`src/hdl/sft_ram.sv`:
```
`default_nettype none

// One write port, one read port, registered read data.
module sft_ram #(
  parameter int DEPTH = 64,
  parameter int WIDTH = 8,
  parameter int AW    = 6
) (
  input  wire logic             clk,
  input  wire logic             wr_en,
  input  wire logic [AW-1:0]    wr_addr,
  input  wire logic [WIDTH-1:0] wr_data,
  input  wire logic [AW-1:0]    rd_addr,
  output logic      [WIDTH-1:0] rd_data
);

  logic [WIDTH-1:0] mem [DEPTH];

  always_ff @(posedge clk) begin
    if (wr_en) begin
      mem[wr_addr] <= wr_data;
    end
    rd_data <= mem[rd_addr];
  end

endmodule

`default_nettype wire
```
`config.mk`:
```
export PLATFORM = sky130hd
export DESIGN_NAME = sft_ram
export DESIGN_NICKNAME = d
export VERILOG_FILES = /design/src/hdl/sft_ram.sv
export SDC_FILE = /design/constraint.sdc
export NUM_CORES = 1
export LEC_CHECK = 0
export BUFFER_PORTS_ARGS = -buffer_cell sky130_fd_sc_hd__buf_2
export CAP_MARGIN = 20
export CORE_MARGIN = 2
export CORE_UTILIZATION = 56
export DETAILED_ROUTE_END_ITERATION = 6
export MAX_ROUTING_LAYER = met4
export PLACE_DENSITY = 0.71
export SLEW_MARGIN = 25
export SYNTH_ARGS = -nofsm -noshare
export SYNTH_HDL_FRONTEND = slang
export SYNTH_SLANG_ARGS = --single-unit
```
`constraint.sdc`:
```
create_clock -name clk -period 2.01 [get_ports clk]
set_input_delay 0.3015 -clock clk [delete_from_list [all_inputs] [get_ports clk]]
set_output_delay 0.3015 -clock clk [all_outputs]
set_load 0.03 [all_outputs]
```
==> summary.txt <==
Critical path
  – Worst Path Required: 2.44 ns
  – Reg2Reg Depth: 4
  – Crit start category: flip-flop
  – Worst Path Max Fanout: 1
  – CP arrival: 2.42 ns
  – End of the worst register-to-register path: rd_data[7]
  – CP endpoint kind: flip-flop
  – Worst-case register-to-register setup slack: 0.03 ns
  – Reg-to-Reg Start: mem[51][7]
  – Crit Path Class: flip-flop to flip-flop

Timing
  – Final worst path period share: 98.7%
  – Final setup violation count: 0
  – Final Max Tran Viols: 0
  – Setup WS post-layout: 0.0266 ns
  – Clk_skew: 0.0167 ns
  – Fin crit period: 1.98 ns
  – Final hold vios: 0
  – Slew HR: 54.4%
  – Unrepaired setup endpoints after global routing: false
  – Fmax achieved: 504 MHz
  – Slew @ Worst Pin: 0.684 ns

Yosys
  – Syn Area/Cell: 21.5 um2
  – Cell taking the most area after synthesis: edfxtp_1
  – Main combinational cell family by area after synthesis: multiplexers
  – Post-Synthesis Cells: 940
  – Synth Register Bits: 520
  – Multiplexer area fraction after synthesis: 15.9%
  – Synth area leaders: edfxtp_1 (76%), mux4_2 (14%), nor2_1 (1.5%), mux2i_1 (1.1%), dfxtp_1 (0.79%)
  – Syn nets: 962
  – Yosys top cell area share: 76.2%
  – Xor-xnor portion of the synthesized cell area: 0%
  – Adder-cell share of the synthesized area: 0%
  – Netlist cell types: 40
  – Sequential fraction of the synthesis area: 77.0%
  – Synth warn: 0
  – Compound-gate portion of the synthesized area: 2.07%
  – Mapped Area: 20200 um2
  – Simple-Gate Fraction of Synth Area: 3.39%

Final layout
  – Final Util: 66.5%
  – FF/Latch Area: 15500 um2
  – Share of layout cells above drive strength 1: 34.5%
  – Fill cells: 2212
  – Nets@finish: 1156
  – Multi-input gate area: 4320 um2
  – Syn-to-layout area delta: 17.0%

Power and ir drop
  – Switch share: 20.7%
  – Pwr/cell area: 931 nW/um2
  – Internal power: 0.0174 W
  – Combinational fraction of design power: 6.0%
  – Switching pwr: 0.00454 W
  – Sequential share of power: 54.8%
  – Maximum vdd drop: 1090 uV
  – Clock share of power: 39.2%
  – P_leak: 7.75 nW

Clock network
  – CTS tree: yes
  – Total CTS buffers: 50
  – Sink Count: 520
  – Clock Latency Late Sink: 0.56 ns
  – Hold-fix buffers at CTS: 0
  – Clock edge transition at the registers on the reported setup and hold paths: 0.06 ns
  – H-tree depth: 2
  – CTS Root Cell: clkbuf_16
  – Post-CTS Setup Bufs: 0
  – CTS max path bufs: 3

Place
  – PortBufs: 29
  – Post-Place Setup Slack: -0.412 ns
  – Routability cong.: 0.849
  – DP HPWL: 29000 um

Detailed routing
  – DR vias/cell: 6.21
  – DRC violations left: 0
  – Drt first pass iters: 5
  – Routed Antenna Nets: 0
  – First DRT Iteration DRCs: 1127
  – Routed met3 length: 3800 um
  – WL per Instance: 27.5 um
  – Routed via count: 10100
  – Max layer used: met4
  – Routed met2 length: 22100 um
  – Final wirelength: 44900 um
  – WL met1: 17900 um

Global routing
  – Initial antenna violation count: 2
  – Vias in the first global route: 10200
  – Largest net degree at the start of global routing: 65
  – Global-route wire length before repair: 67300 um
  – Overall Global Routing Usage: 25.2%
  – Global route overflow: 0

Floorplan
  – Placeable Area: 35500 um2
  – Die Ht: 194 um
  – IO Pins: 30
  – DIE AREA: 37500 um2
  – Row count: 69
  – Starting Density: 56.8%
  – Die X: 194 um

Worst hold path
  – Hold Path Class: input pin to flip-flop
  – Hold Path Cell Cnt: 1
  – Hold path startpoint: wr_data[1]
  – Min-Delay Endpoint: mem[60][1]

Flow run
  – Max-cap violations: 0

Run status
  – Status: finished, final reports clean
## metal layers
layer / track usage, % / vias up
met1: 35.2 / 5259
met3: 4.40 / 74
met5: - / -
met2: 39.0 / 472
li1: - / 4318
met4: 7.44 / 0
## repair_timing
item / 4_1_cts / 5_1_grt
resized for setup: 1 / 1
hold endpoints to repair: 0 / 0
endpoints found under the setup margin: 1 / 1
pin swaps: 0 / 0
## synthesized netlist by cell type
master     number
edfxtp_1      512
mux4_2        126
nor2_1         83
mux2i_1        23
nand2_1        19
clkbuf_1       17
nor2b_1        14
buf_4          13
mux2_2         13
nand3_1        13
buf_2          11
dfxtp_1         8
o221ai_1        8
o22ai_1         8
nand2b_1        7
nor3_1          7
a221oi_1        6
a211oi_1        4
buf_1           4
buf_6           4
a21oi_1         3
a22oi_1         3
nand3b_1        3
o2111ai_1       3
o2bb2ai_1       3
a2111oi_0       2
buf_12          2
nand4_1         2
nor4_1          2
o21a_1          2
o21ai_0         2
o21ai_1         2
o221a_2         2
o32ai_1         2
o41ai_1         2
a31oi_1         1
and2_1          1
nand4b_1        1
o311ai_1        1
or3_1           1
## cells by family (layout without fill, tap and decap cells)
group,Yosys count,count (layout)
DFF,520,520
muxes,162,162
and+or+nand+nor,153,153
AOI/OAI and AO/OA,54,54
buffers and inverters,51,279
other,0,2
## critical path: stages, from the launching register on
cell      delay, ns
edfxtp_1       0.37
mux4_2         0.50
mux4_2         0.51
o21ai_0        0.39
nand2_1        0.09
## area by class of cell
class	instances	area share, %
Antenna cell	2	0.0212
Clock buffer	59	5.53
Clock inverter	27	0.747
Multi-Input combinational cell	369	18.3
Sequential cell	520	65.8
Tap cell	461	2.44
Timing Repair Buffer	193	7.12
## worst max path at each step
stage / start / endpoint / slack (ns) / depth (start not counted)
detailed placement: rd_addr[0] / rd_data[7] / -0.41 / 7
CTS: mem[51][7] / rd_data[7] / 0.04 / 4
global placement: rd_addr[0] / rd_data[7] / -0.42 / 7
global route: mem[3][3] / rd_data[3] / 0.04 / 5
finish: mem[51][7] / rd_data[7] / 0.03 / 4
floorplan: rd_addr[1] / rd_data[3] / 0.04 / 7
## power by group through the flow
stage | Clock, W | Sequential (W) | Combinational, W
CTS | 0.00871 | 0.0120 | 0.00132
global route | 0.00914 | 0.0120 | 0.00140
global placement | 0 | 0.0123 | 0.00129
detailed placement | 0 | 0.0123 | 0.00131
floorplan | 0 | 0.0123 | 0.000640
finish | 0.00860 | 0.0120 | 0.00132
## cell usage in the layout, fill, tap and decap left out, types with 3 or more instances in the layout
cell type,Yosys,layout
nor2_1,83,83
edfxtp_1,512,512
a221oi_1,6,5
mux4_2,126,126
dfxtp_1,8,8
nor2b_1,14,14
nand3_1,13,13
buf_4,13,144
o221ai_1,8,8
buf_2,11,25
nand2b_1,7,7
mux2_2,13,13
clkinv_1,0,10
o2bb2ai_1,3,3
mux2i_1,23,23
o22ai_1,8,8
clkbuf_1,17,8
a22oi_1,3,3
a211oi_1,4,4
clkbuf_16,0,51
clkinv_2,0,14
buf_12,2,23
nand2_1,19,19
o2111ai_1,3,3
nor3_1,7,7
nand3b_1,3,3
a21oi_1,3,3
## state kept, by name (all words and copies together), names as in the netlist
register	cells
mem	512
rd_data	8
## metrics by stage
stage | instance area [um2] | instances | hold WS [ns] | TNS, ns | total power (W)
floorplan | 20200 | 940 | 0.400 | 0 | 0.0129
global placement | 22100 | 1543 | 0.756 | -2.03 | 0.0136
detailed placement | 22100 | 1543 | 0.776 | -2.28 | 0.0136
CTS | 23600 | 1629 | 0.191 | 0 | 0.0221
global route | 23600 | 1631 | 0.218 | 0 | 0.0226
finish | 23600 | 1631 | 0.211 | 0 | 0.0220
Note: power is estimated with default switching activity, not from simulation.
